### src/rtl/rtsf_pkg.sv
// types and constants of the resistive touch sample filter
package rtsf_pkg;

  localparam int unsigned VAL_W      = 12;
  localparam int unsigned SUM_W      = 15;
  localparam int unsigned POS_W      = 16;
  localparam int unsigned SCALE_W    = 20;
  localparam int unsigned SCR_W      = 35;
  localparam int unsigned CFG_IDX_W  = 3;
  localparam int unsigned CFG_DATA_W = 20;
  localparam int unsigned IN_DATA_W  = 16;
  localparam int unsigned IN_USER_W  = 2;
  localparam int unsigned OUT_DATA_W = 64;
  localparam int unsigned OUT_USER_W = 3;

  localparam logic [VAL_W-1:0]   VAL_ALL_ONES   = '1;
  localparam logic [POS_W-1:0]   POS_IDLE       = 16'hffff;
  localparam logic [SCALE_W-1:0] SCALE_RESET    = 20'h10000;
  localparam logic [VAL_W-1:0]   CENTER_RESET   = 12'd2048;
  localparam logic [VAL_W-1:0]   WINDOW_RESET   = 12'd50;

  typedef enum logic [CFG_IDX_W-1:0] {
    CFG_RAW_MODE        = 3'd0,
    CFG_X_SCALE         = 3'd1,
    CFG_Y_SCALE         = 3'd2,
    CFG_X_CENTER_RAW    = 3'd3,
    CFG_Y_CENTER_RAW    = 3'd4,
    CFG_X_CENTER_SCREEN = 3'd5,
    CFG_Y_CENTER_SCREEN = 3'd6,
    CFG_AGREE_WINDOW    = 3'd7
  } cfg_reg_e;

  typedef enum logic [IN_USER_W-1:0] {
    FUNC_SAMPLE = 2'd0,
    FUNC_PEN_UP = 2'd1,
    FUNC_CLEAR  = 2'd2
  } func_e;

  // what travels down the pipeline with each token
  typedef enum logic [1:0] {
    KIND_GROUP = 2'd0,
    KIND_SCAN  = 2'd1,
    KIND_TICK  = 2'd2,
    KIND_CLEAR = 2'd3
  } kind_e;

endpackage

### src/rtl/resistive_touch_sample_filter.sv
// resistive touch sample filter: trimmed group means, xy agreement, screen mapping
//
// input stream: s_axis_tuser carries the function code (pen-down sample, pen-up
// tick, clear capture), s_axis_tdata the 16-bit converter word. a pen-down
// sample produces a result only when it completes a scan of four groups of
// SAMPLES_PER_AXIS words (x, y, x, y); a tick or a clear always produces one.
// unused function codes are dropped without effect.
// output stream: m_axis_tuser holds pressed, captured, read_ok; m_axis_tdata
// holds x_pos, y_pos, first_x, first_y.
// one item is accepted per clock while s_axis_tready is high; a result shows on
// m_axis after passing the seven-register pipeline (input accumulate, trim,
// reciprocal multiply, mean gather, agreement, scale multiply, clamp).
// a stalled receiver holds the output register and every full stage behind it;
// empty pipeline stages keep s_axis_tready high until the stages back up to the input.
// reset clears the pipeline, the group accumulator and the press state, and
// loads the register defaults. config writes go on the cfg port, one per clock;
// the user must write only while the block is idle; the block does not enforce it.
module resistive_touch_sample_filter #(
  parameter int unsigned SAMPLES_PER_AXIS = 5
) (
  input  logic                              clk_i,
  input  logic                              rst_ni,
  input  logic                              cfg_we_i,
  input  logic [rtsf_pkg::CFG_IDX_W-1:0]    cfg_index_i,
  input  logic [rtsf_pkg::CFG_DATA_W-1:0]   cfg_data_i,
  input  logic                              s_axis_tvalid,
  output logic                              s_axis_tready,
  input  logic [rtsf_pkg::IN_DATA_W-1:0]    s_axis_tdata,   // sample_word
  input  logic [rtsf_pkg::IN_USER_W-1:0]    s_axis_tuser,   // func
  output logic                              m_axis_tvalid,
  input  logic                              m_axis_tready,
  output logic [rtsf_pkg::OUT_DATA_W-1:0]   m_axis_tdata,   // x_pos, y_pos, first_x, first_y
  output logic [rtsf_pkg::OUT_USER_W-1:0]   m_axis_tuser    // pressed, captured, read_ok
);
  import rtsf_pkg::*;

  localparam int unsigned IDX_W    = $clog2(SAMPLES_PER_AXIS);
  localparam logic [IDX_W-1:0] IDX_LAST = IDX_W'(SAMPLES_PER_AXIS - 1);
  localparam int unsigned DIV      = SAMPLES_PER_AXIS - 2;
  localparam int unsigned RECIP_SH = SUM_W + $clog2(DIV);
  localparam int unsigned RECIP_W  = RECIP_SH + 1;
  localparam int unsigned RECIP_I  = ((1 << RECIP_SH) + DIV - 1) / DIV;
  localparam logic [RECIP_W-1:0] RECIP = RECIP_W'(RECIP_I);
  localparam int unsigned PROD_W   = SUM_W + RECIP_W;
  localparam int unsigned PRODS_W  = VAL_W + SCALE_W + 2;

  // configuration
  logic                raw_mode_q;
  logic [SCALE_W-1:0]  x_scale_q, y_scale_q;
  logic [VAL_W-1:0]    x_center_raw_q, y_center_raw_q;
  logic [POS_W-1:0]    x_center_screen_q, y_center_screen_q;
  logic [VAL_W-1:0]    agree_window_q;

  always_ff @(posedge clk_i or negedge rst_ni) begin
    if (!rst_ni) begin
      raw_mode_q        <= 1'b0;
      x_scale_q         <= SCALE_RESET;
      y_scale_q         <= SCALE_RESET;
      x_center_raw_q    <= CENTER_RESET;
      y_center_raw_q    <= CENTER_RESET;
      x_center_screen_q <= '0;
      y_center_screen_q <= '0;
      agree_window_q    <= WINDOW_RESET;
    end else if (cfg_we_i) begin
      case (cfg_reg_e'(cfg_index_i))
        CFG_RAW_MODE:        raw_mode_q        <= cfg_data_i[0];
        CFG_X_SCALE:         x_scale_q         <= cfg_data_i[SCALE_W-1:0];
        CFG_Y_SCALE:         y_scale_q         <= cfg_data_i[SCALE_W-1:0];
        CFG_X_CENTER_RAW:    x_center_raw_q    <= cfg_data_i[VAL_W-1:0];
        CFG_Y_CENTER_RAW:    y_center_raw_q    <= cfg_data_i[VAL_W-1:0];
        CFG_X_CENTER_SCREEN: x_center_screen_q <= cfg_data_i[POS_W-1:0];
        CFG_Y_CENTER_SCREEN: y_center_screen_q <= cfg_data_i[POS_W-1:0];
        CFG_AGREE_WINDOW:    agree_window_q    <= cfg_data_i[VAL_W-1:0];
        default: ;
      endcase
    end
  end

  // pipeline handshake
  logic p1_v_q, p2_v_q, p3_v_q, p4_v_q, p5_v_q, p6_v_q, out_v_q;
  logic rdy1, rdy2, rdy3, rdy4, rdy5, rdy6, rdy7;

  assign rdy7 = !out_v_q || m_axis_tready;
  assign rdy6 = !p6_v_q || rdy7;
  assign rdy5 = !p5_v_q || rdy6;
  assign rdy4 = !p4_v_q || rdy5;
  assign rdy3 = !p3_v_q || rdy4;
  assign rdy2 = !p2_v_q || rdy3;
  assign rdy1 = !p1_v_q || rdy2;
  assign s_axis_tready = rdy1;

  // group accumulator, updated as items are accepted
  logic             accept;
  logic [VAL_W-1:0] sample_val;
  logic [IDX_W-1:0] idx_q, idx_d;
  logic [1:0]       grp_q, grp_d;
  logic [SUM_W-1:0] sum_q, sum_d, sum_nx;
  logic [VAL_W-1:0] min_q, min_d, min_nx;
  logic [VAL_W-1:0] max_q, max_d, max_nx;
  logic             p1_in_v;
  kind_e            p1_in_kind;

  assign accept     = s_axis_tvalid && s_axis_tready;
  assign sample_val = ~s_axis_tdata[IN_DATA_W-1 -: VAL_W];
  assign sum_nx     = sum_q + SUM_W'(sample_val);
  assign min_nx     = (sample_val < min_q) ? sample_val : min_q;
  assign max_nx     = (sample_val > max_q) ? sample_val : max_q;

  always_comb begin
    idx_d      = idx_q;
    grp_d      = grp_q;
    sum_d      = sum_q;
    min_d      = min_q;
    max_d      = max_q;
    p1_in_v    = 1'b0;
    p1_in_kind = KIND_CLEAR;
    if (accept) begin
      case (func_e'(s_axis_tuser))
        FUNC_SAMPLE: begin
          if (idx_q == IDX_LAST) begin
            idx_d      = '0;
            grp_d      = grp_q + 2'd1;
            sum_d      = '0;
            min_d      = VAL_ALL_ONES;
            max_d      = '0;
            p1_in_v    = 1'b1;
            p1_in_kind = (grp_q == 2'd3) ? KIND_SCAN : KIND_GROUP;
          end else begin
            idx_d = idx_q + IDX_W'(1);
            sum_d = sum_nx;
            min_d = min_nx;
            max_d = max_nx;
          end
        end
        FUNC_PEN_UP: begin
          idx_d      = '0;
          grp_d      = '0;
          sum_d      = '0;
          min_d      = VAL_ALL_ONES;
          max_d      = '0;
          p1_in_v    = 1'b1;
          p1_in_kind = KIND_TICK;
        end
        FUNC_CLEAR: begin
          p1_in_v    = 1'b1;
          p1_in_kind = KIND_CLEAR;
        end
        default: ;
      endcase
    end
  end

  always_ff @(posedge clk_i or negedge rst_ni) begin
    if (!rst_ni) begin
      idx_q <= '0;
      grp_q <= '0;
      sum_q <= '0;
      min_q <= VAL_ALL_ONES;
      max_q <= '0;
    end else begin
      idx_q <= idx_d;
      grp_q <= grp_d;
      sum_q <= sum_d;
      min_q <= min_d;
      max_q <= max_d;
    end
  end

  // stage 1: final sum, min and max of a finished group
  kind_e            p1_kind_q;
  logic [1:0]       p1_grp_q;
  logic [SUM_W-1:0] p1_sum_q;
  logic [VAL_W-1:0] p1_min_q, p1_max_q;

  // stage 2: trimmed sum
  kind_e            p2_kind_q;
  logic [1:0]       p2_grp_q;
  logic [SUM_W-1:0] p2_trim_q;

  // stage 3: trimmed sum times reciprocal of the divisor
  kind_e             p3_kind_q;
  logic [1:0]        p3_grp_q;
  logic [PROD_W-1:0] p3_prod_q;
  logic [VAL_W-1:0]  mean;

  // stored means of the first three groups of a scan
  logic [VAL_W-1:0]  axis_means_q [3];

  // stage 4: the two x and the two y means
  kind_e            p4_kind_q;
  logic [VAL_W-1:0] p4_x0_q, p4_x1_q, p4_y0_q, p4_y1_q;

  // stage 5: agreement, averages and offsets from center
  kind_e                   p5_kind_q;
  logic                    p5_ok_q;
  logic [VAL_W-1:0]        p5_ax_q, p5_ay_q;
  logic signed [VAL_W:0]   p5_dx_q, p5_dy_q;
  logic [VAL_W-1:0]        dist_x, dist_y;
  logic [VAL_W:0]          pair_x, pair_y;
  logic [VAL_W-1:0]        avg_x, avg_y;

  // stage 6: scaled offsets
  kind_e                     p6_kind_q;
  logic                      p6_ok_q;
  logic [VAL_W-1:0]          p6_ax_q, p6_ay_q;
  logic signed [PRODS_W-1:0] p6_px_q, p6_py_q;

  assign mean   = p3_prod_q[RECIP_SH +: VAL_W];
  assign dist_x = (p4_x0_q >= p4_x1_q) ? (p4_x0_q - p4_x1_q) : (p4_x1_q - p4_x0_q);
  assign dist_y = (p4_y0_q >= p4_y1_q) ? (p4_y0_q - p4_y1_q) : (p4_y1_q - p4_y0_q);
  assign pair_x = {1'b0, p4_x0_q} + {1'b0, p4_x1_q};
  assign pair_y = {1'b0, p4_y0_q} + {1'b0, p4_y1_q};
  assign avg_x  = pair_x[VAL_W:1];
  assign avg_y  = pair_y[VAL_W:1];

  always_ff @(posedge clk_i or negedge rst_ni) begin
    if (!rst_ni) begin
      p1_v_q <= 1'b0;
      p2_v_q <= 1'b0;
      p3_v_q <= 1'b0;
      p4_v_q <= 1'b0;
      p5_v_q <= 1'b0;
      p6_v_q <= 1'b0;
    end else begin
      if (rdy1) p1_v_q <= p1_in_v;
      if (rdy2) p2_v_q <= p1_v_q;
      if (rdy3) p3_v_q <= p2_v_q;
      if (rdy4) p4_v_q <= p3_v_q && (p3_kind_q != KIND_GROUP);
      if (rdy5) p5_v_q <= p4_v_q;
      if (rdy6) p6_v_q <= p5_v_q;
    end
  end

  always_ff @(posedge clk_i) begin
    if (rdy1) begin
      p1_kind_q <= p1_in_kind;
      p1_grp_q  <= grp_q;
      p1_sum_q  <= sum_nx;
      p1_min_q  <= min_nx;
      p1_max_q  <= max_nx;
    end
    if (rdy2) begin
      p2_kind_q <= p1_kind_q;
      p2_grp_q  <= p1_grp_q;
      p2_trim_q <= p1_sum_q - SUM_W'(p1_min_q) - SUM_W'(p1_max_q);
    end
    if (rdy3) begin
      p3_kind_q <= p2_kind_q;
      p3_grp_q  <= p2_grp_q;
      p3_prod_q <= PROD_W'(p2_trim_q) * PROD_W'(RECIP);
    end
    if (rdy4) begin
      if (p3_v_q && p3_kind_q == KIND_GROUP) begin
        axis_means_q[p3_grp_q] <= mean;
      end
      p4_kind_q <= p3_kind_q;
      p4_x0_q   <= axis_means_q[0];
      p4_y0_q   <= axis_means_q[1];
      p4_x1_q   <= axis_means_q[2];
      p4_y1_q   <= mean;
    end
    if (rdy5) begin
      p5_kind_q <= p4_kind_q;
      p5_ok_q   <= (dist_x < agree_window_q) && (dist_y < agree_window_q);
      p5_ax_q   <= avg_x;
      p5_ay_q   <= avg_y;
      p5_dx_q   <= $signed({1'b0, avg_x}) - $signed({1'b0, x_center_raw_q});
      p5_dy_q   <= $signed({1'b0, avg_y}) - $signed({1'b0, y_center_raw_q});
    end
    if (rdy6) begin
      p6_kind_q <= p5_kind_q;
      p6_ok_q   <= p5_ok_q;
      p6_ax_q   <= p5_ax_q;
      p6_ay_q   <= p5_ay_q;
      p6_px_q   <= PRODS_W'(p5_dx_q) * PRODS_W'($signed({1'b0, x_scale_q}));
      p6_py_q   <= PRODS_W'(p5_dy_q) * PRODS_W'($signed({1'b0, y_scale_q}));
    end
  end

  // final stage: clamp to screen range and update press state
  function automatic logic [POS_W-1:0] clamp_screen(input logic signed [SCR_W-1:0] v);
    logic [POS_W-1:0] r;
    if (v[SCR_W-1]) begin
      r = '0;
    end else if (|v[SCR_W-2:2*POS_W]) begin
      r = POS_IDLE;
    end else begin
      r = v[2*POS_W-1:POS_W];
    end
    return r;
  endfunction

  logic signed [SCR_W-1:0] vx, vy;
  logic [POS_W-1:0] scr_x, scr_y;
  logic [POS_W-1:0] cur_x_q, cur_x_d, cur_y_q, cur_y_d;
  logic [POS_W-1:0] start_x_q, start_x_d, start_y_q, start_y_d;
  logic             down_q, down_d, capture_q, capture_d;
  logic             read_ok;
  logic             fire;
  logic [OUT_DATA_W-1:0] out_data_q;
  logic [OUT_USER_W-1:0] out_user_q;

  assign vx    = SCR_W'(p6_px_q) + SCR_W'($signed({1'b0, x_center_screen_q, {POS_W{1'b0}}}));
  assign vy    = SCR_W'(p6_py_q) + SCR_W'($signed({1'b0, y_center_screen_q, {POS_W{1'b0}}}));
  assign scr_x = clamp_screen(vx);
  assign scr_y = clamp_screen(vy);
  assign fire  = p6_v_q && rdy7;

  always_comb begin
    cur_x_d   = cur_x_q;
    cur_y_d   = cur_y_q;
    start_x_d = start_x_q;
    start_y_d = start_y_q;
    down_d    = down_q;
    capture_d = capture_q;
    read_ok   = 1'b0;
    if (fire) begin
      case (p6_kind_q)
        KIND_SCAN: begin
          if (p6_ok_q) begin
            read_ok = 1'b1;
            cur_x_d = raw_mode_q ? POS_W'(p6_ax_q) : scr_x;
            cur_y_d = raw_mode_q ? POS_W'(p6_ay_q) : scr_y;
          end
          // first completed scan of a press
          if (!down_q) begin
            down_d    = 1'b1;
            capture_d = 1'b1;
            start_x_d = cur_x_d;
            start_y_d = cur_y_d;
          end
        end
        KIND_TICK: begin
          if (down_q) begin
            down_d = 1'b0;
          end else begin
            start_x_d = '0;
            start_y_d = '0;
            cur_x_d   = POS_IDLE;
            cur_y_d   = POS_IDLE;
          end
        end
        KIND_CLEAR: begin
          capture_d = 1'b0;
        end
        default: ;
      endcase
    end
  end

  always_ff @(posedge clk_i or negedge rst_ni) begin
    if (!rst_ni) begin
      cur_x_q   <= POS_IDLE;
      cur_y_q   <= POS_IDLE;
      start_x_q <= '0;
      start_y_q <= '0;
      down_q    <= 1'b0;
      capture_q <= 1'b0;
      out_v_q   <= 1'b0;
    end else begin
      cur_x_q   <= cur_x_d;
      cur_y_q   <= cur_y_d;
      start_x_q <= start_x_d;
      start_y_q <= start_y_d;
      down_q    <= down_d;
      capture_q <= capture_d;
      if (fire) begin
        out_v_q <= 1'b1;
      end else if (m_axis_tready) begin
        out_v_q <= 1'b0;
      end
    end
  end

  always_ff @(posedge clk_i) begin
    if (fire) begin
      out_data_q <= {start_y_d, start_x_d, cur_y_d, cur_x_d};
      out_user_q <= {read_ok, capture_d, down_d};
    end
  end

  assign m_axis_tvalid = out_v_q;
  assign m_axis_tdata  = out_data_q;
  assign m_axis_tuser  = out_user_q;

endmodule

### config.mk
export PLATFORM = sky130hd
export DESIGN_NAME = resistive_touch_sample_filter
export DESIGN_NICKNAME = d
export VERILOG_FILES = /design/src/rtl/rtsf_pkg.sv /design/src/rtl/resistive_touch_sample_filter.sv
export SDC_FILE = /design/constraint.sdc
export NUM_CORES = 2
export LEC_CHECK = 0
export BUFFER_PORTS_ARGS = -buffer_cell sky130_fd_sc_hd__clkbuf_2
export CORE_MARGIN = 1.5
export CORE_UTILIZATION = 55
export CTS_CLUSTER_DIAMETER = 80
export DETAILED_ROUTE_END_ITERATION = 8
export GPL_ROUTABILITY_DRIVEN = 0
export PLACE_DENSITY_LB_ADDON = 0.1
export SETUP_SLACK_MARGIN = 0.05
export SLEW_MARGIN = 25
export SYNTH_ARGS = -nofsm -noshare
export SYNTH_HDL_FRONTEND = slang
export SYNTH_SLANG_ARGS = --single-unit
### constraint.sdc
create_clock -name clk_i -period 6.2 [get_ports clk_i]
set_input_delay 0.93 -clock clk_i [delete_from_list [all_inputs] [get_ports clk_i]]
set_output_delay 0.93 -clock clk_i [all_outputs]
set_load 0.02 [all_outputs]
==> impl_metrics.yaml <==
status:
  status: "finished, final reports clean"
cells_and_area:
  fill_cells: 7073
  nets: 5609
  seq_area_sq_um: 16100
  multiInputGateArea_sq_um: 28300
  syn2layout_area_growth_pct: 11.6
  final_area_sq_um: 52800
  drive_gt1_share_pct: 14.2
detailed_routing:
  routed_wl_mm: 112
  drtIter0Drc: 1832
  antenna_left: 0
  drcViolationCount: 0
  viasPerCell: 5.50
  routedWlPerCell_microns: 19.4
  vias: 31702
  dr.pass1.iters: 5
yosys:
  ys_warn_count: 0
  synthFlopType: "edfxtp_1"
  synth_area_leader_cell: "edfxtp_1"
  synthTopCellsByArea: "edfxtp_1 (22%), fa_1 (20%), ha_1 (14%)"
  syn-mean-instance-area_sq_um: 10.9
  syn_inst: 4348
  synth_top_area_share_pct: 22.0
  ys_seq_area_share_pct: 34.1
  synth_edf_count: 347
  synth_cell_types: 87
  ys_async_sr_fraction_pct: 39.4
  synthesis.nets: 5389
  ys_ff_latch: 573
  syn_area_sq_um: 47300
cts:
  cts_tree: "yes"
  cts.sinks: 573
  insertion_delay_ns: 0.63
  ctsRootBufferMaster: "clkbuf_16"
  cts_buffers: 67
  cts_max_path_buffers: 3
  cts_hold_repair.buffers: 0
  cts_max_level: 3
  path_clk_slew_ns: 0.06
placed_design:
  dpl_cell_area_sq_um: 50100
  portBuffers: 110
  dp_hpwl_mm: 86.5
setup_path:
  cp_data_required_time_ns: 6.59
  cp_cell_sequence: "buf_6 -> and2_4 -> fa_1 -> inv_1 -> fa_1 -> inv_1 -> fa_1 -> fa_1 -> fa_1 -> fa_1 -> ha_4 -> a211o_1 -> a2111o_1 -> o2111ai_4 -> a31oi_4 -> a31oi_4 -> o21ai_4 -> a211o_1 -> a21oi_2 -> xnor2_1"
  crit_top_cell: "fa_1"
  worstSetupPathType: "register to register"
  cp_num_buf_inv: 3
  end_kind: "register"
  slowest_stage: "fa_1"
  slowest_delay_ns: 0.55
  critPathLaunchType: "register"
  cp_max_fo: 6
  cp.arrival_ns: 6.51
  cp_top_family: "adder cells"
timing:
  fin_crit_ns: 6.12
  tightest_slew_ns: 0.956
  max_freq_mhz: 163
  maxSlewViolCount: 0
  clock_skew_ns: 0.0544
  slew_headroom_pct: 36.1
  setup_violations: 0
  fin_crit_sh_pct: 98.8
  hold_viol_final: 0
  rsz0062_at_grt: "true"
global_routing:
  busiest_layer: "met2"
  antenna_found_initial: 5
  grt_start_max_net_pins: 125
  grtUsageMet1_pct: 34.7
  grtUsageMet2_pct: 45.4
  overflow: 0
  grt_util_met3_pct: 3.00
  grt_pass1_wl_mm: 177
  grt_usage_pct: 26.1
  grt_pass1_vias: 32334
floorplan:
  die-area_sq_um: 87900
  core_area_sq_um: 85300
  num_rows: 107
  ios: 115
  die_x_microns: 296
  die_y_microns: 296
  initial_core_util_pct: 55.5
hold_path:
  hold_path_class: "input port to async pin"
flow_run:
  cap_viol_max_count: 0
==> Yosys cell counts, types with 34 or more instances <==
| library cell | count |
|---|---|
| inv_1 | 684 |
| ha_1 | 516 |
| fa_1 | 479 |
| nand2_1 | 417 |
| edfxtp_1 | 347 |
| and2_1 | 191 |
| dfrtp_1 | 175 |
| o21ai_0 | 160 |
| nor2_1 | 151 |
| clkbuf_1 | 143 |
| a21oi_1 | 132 |
| xnor2_1 | 108 |
| mux2_2 | 104 |
| nor2b_1 | 52 |
| dfstp_2 | 51 |
| nor3_1 | 48 |
| a21o_1 | 41 |
| o221ai_1 | 40 |
| nand2b_1 | 39 |
| xor2_1 | 38 |
| o21a_1 | 34 |
==> kinds of logic (layout without fill, tap and decap cells) <==
| family | after synthesis | in the layout | share of synthesized area [%] |
|---|---|---|---|
| muxes | 134 | 134 | 3.12 |
| buffers and inverters | 840 | 1114 | 6.71 |
| other | 0 | 3 | 0 |
| adders and majority gates | 995 | 995 | 33.9 |
| DFF | 573 | 573 | 34.1 |
| xor gates and xnor gates | 146 | 146 | 2.70 |
| and+or+nand+nor | 1008 | 1008 | 10.2 |
| AOI/OAI and AO/OA | 652 | 652 | 9.30 |
==> worst register-to-register path: stages (launching register included) <==
cell and delay (ns):
edfxtp_1 0.37, buf_6 0.14, and2_4 0.16, fa_1 0.52, inv_1 0.05, fa_1 0.47, inv_1 0.05, fa_1 0.49
fa_1 0.55, fa_1 0.43, fa_1 0.53, ha_4 0.21, a211o_1 0.27, a2111o_1 0.35, o2111ai_4 0.30, a31oi_4 0.15
a31oi_4 0.25, o21ai_4 0.10, a211o_1 0.32, a21oi_2 0.14, xnor2_1 0.07
==> metal layers <==
metal | share of wire [%] | vias to the layer above
li1 | - | 14911
met5 | 0 | -
met1 | 43 | 15910
met4 | 2.6 | 0
met2 | 50 | 738
met3 | 4.5 | 143
==> cell usage in the layout, fill, tap and decap left out, types with 10 or more instances in the layout <==
cell type | netlist | final
inv_1 | 684 | 678
ha_1 | 516 | 510
fa_1 | 479 | 469
nand2_1 | 417 | 415
edfxtp_1 | 347 | 347
and2_1 | 191 | 182
buf_4 | 1 | 182
dfrtp_1 | 175 | 175
o21ai_0 | 160 | 152
nor2_1 | 151 | 150
a21oi_1 | 132 | 128
clkbuf_2 | 0 | 110
xnor2_1 | 108 | 108
mux2_2 | 104 | 104
clkbuf_16 | 0 | 68
nor2b_1 | 52 | 52
dfstp_2 | 51 | 51
nor3_1 | 48 | 42
a21o_1 | 41 | 41
o221ai_1 | 40 | 40
nand2b_1 | 39 | 39
xor2_1 | 38 | 38
o21a_1 | 34 | 34
a22oi_1 | 32 | 32
mux2i_1 | 29 | 29
nand3_1 | 30 | 29
a22o_1 | 26 | 26
nand4_1 | 24 | 24
o21bai_1 | 24 | 24
clkbuf_1 | 143 | 20
a31oi_1 | 17 | 17
o22ai_1 | 17 | 17
a211oi_1 | 14 | 13
a2bb2oi_1 | 14 | 12
buf_6 | 2 | 12
or2_2 | 11 | 11
and3_1 | 11 | 11
fa_2 | 0 | 10
==> state kept, by name (all words and copies together), names as in the netlist, 13 cells and up <==
signal,flops
x_center_screen_q,16
axis_means_q,36
p2_trim_q,15
m_axis_tdata,64
start_y_q,16
cur_x_q,16
x_scale_q,20
y_scale_q,20
p6_px_q,18
start_x_q,16
p1_sum_q,15
y_center_screen_q,16
cur_y_q,16
p5_dy_q,13
p6_py_q,18
sum_q,15
p5_dx_q,13
==> metrics by stage <==
stage	worst slack [ns]	hold slack, ns	utilization, %	std cells	setup TNS [ns]
final	0.0771	0.366	61.9	5769	0
after global routing	-0.0987	0.403	61.9	5767	-0.220
after CTS	-0.0327	0.398	61.5	5751	-0.0577
after detailed placement	-0.363	0.405	58.7	5621	-2.39
after global placement	-0.334	0.400	58.7	5621	-1.92
after floorplan	0.0557	0.400	-	4348	0
==> path summary, 6_finish.rpt <==
check,startpoint,endpoint,slack [ns],cells past startpoint
min in group clk_i,axis_means_q[2][6],p4_x1_q[6],0.40,0
worst min register to register,axis_means_q[2][6],p4_x1_q[6],0.40,0
worst max register to register,p5_dx_q[2],p6_px_q[33],0.08,20
max in group asynchronous,rst_ni,y_scale_q[10],4.43,2
worst max-delay path,p5_dx_q[2],p6_px_q[33],0.08,20
worst min-delay path,rst_ni,start_y_q[0],0.37,1
==> final cells by class <==
type	instances	area share [%]
flip-flops and latches	573	30.6
clock inverters	30	0.758
diodes	3	0.0142
inverters	685	4.87
clock buffers	93	3.49
multi-input cells	2935	53.6
repair buffers	306	3.95
well taps	1144	2.71
==> timing repair <==
item	CTS	global route
pin swaps	15	38
buffers inserted	7	15
endpoints found under the setup margin	16	24
gates resized for setup	22	51
hold endpoints to repair	0	0
cloned	0	0
Power is not shown: default switching activity piles up to over one toggle a cycle in this logic, so the estimate is an artifact.
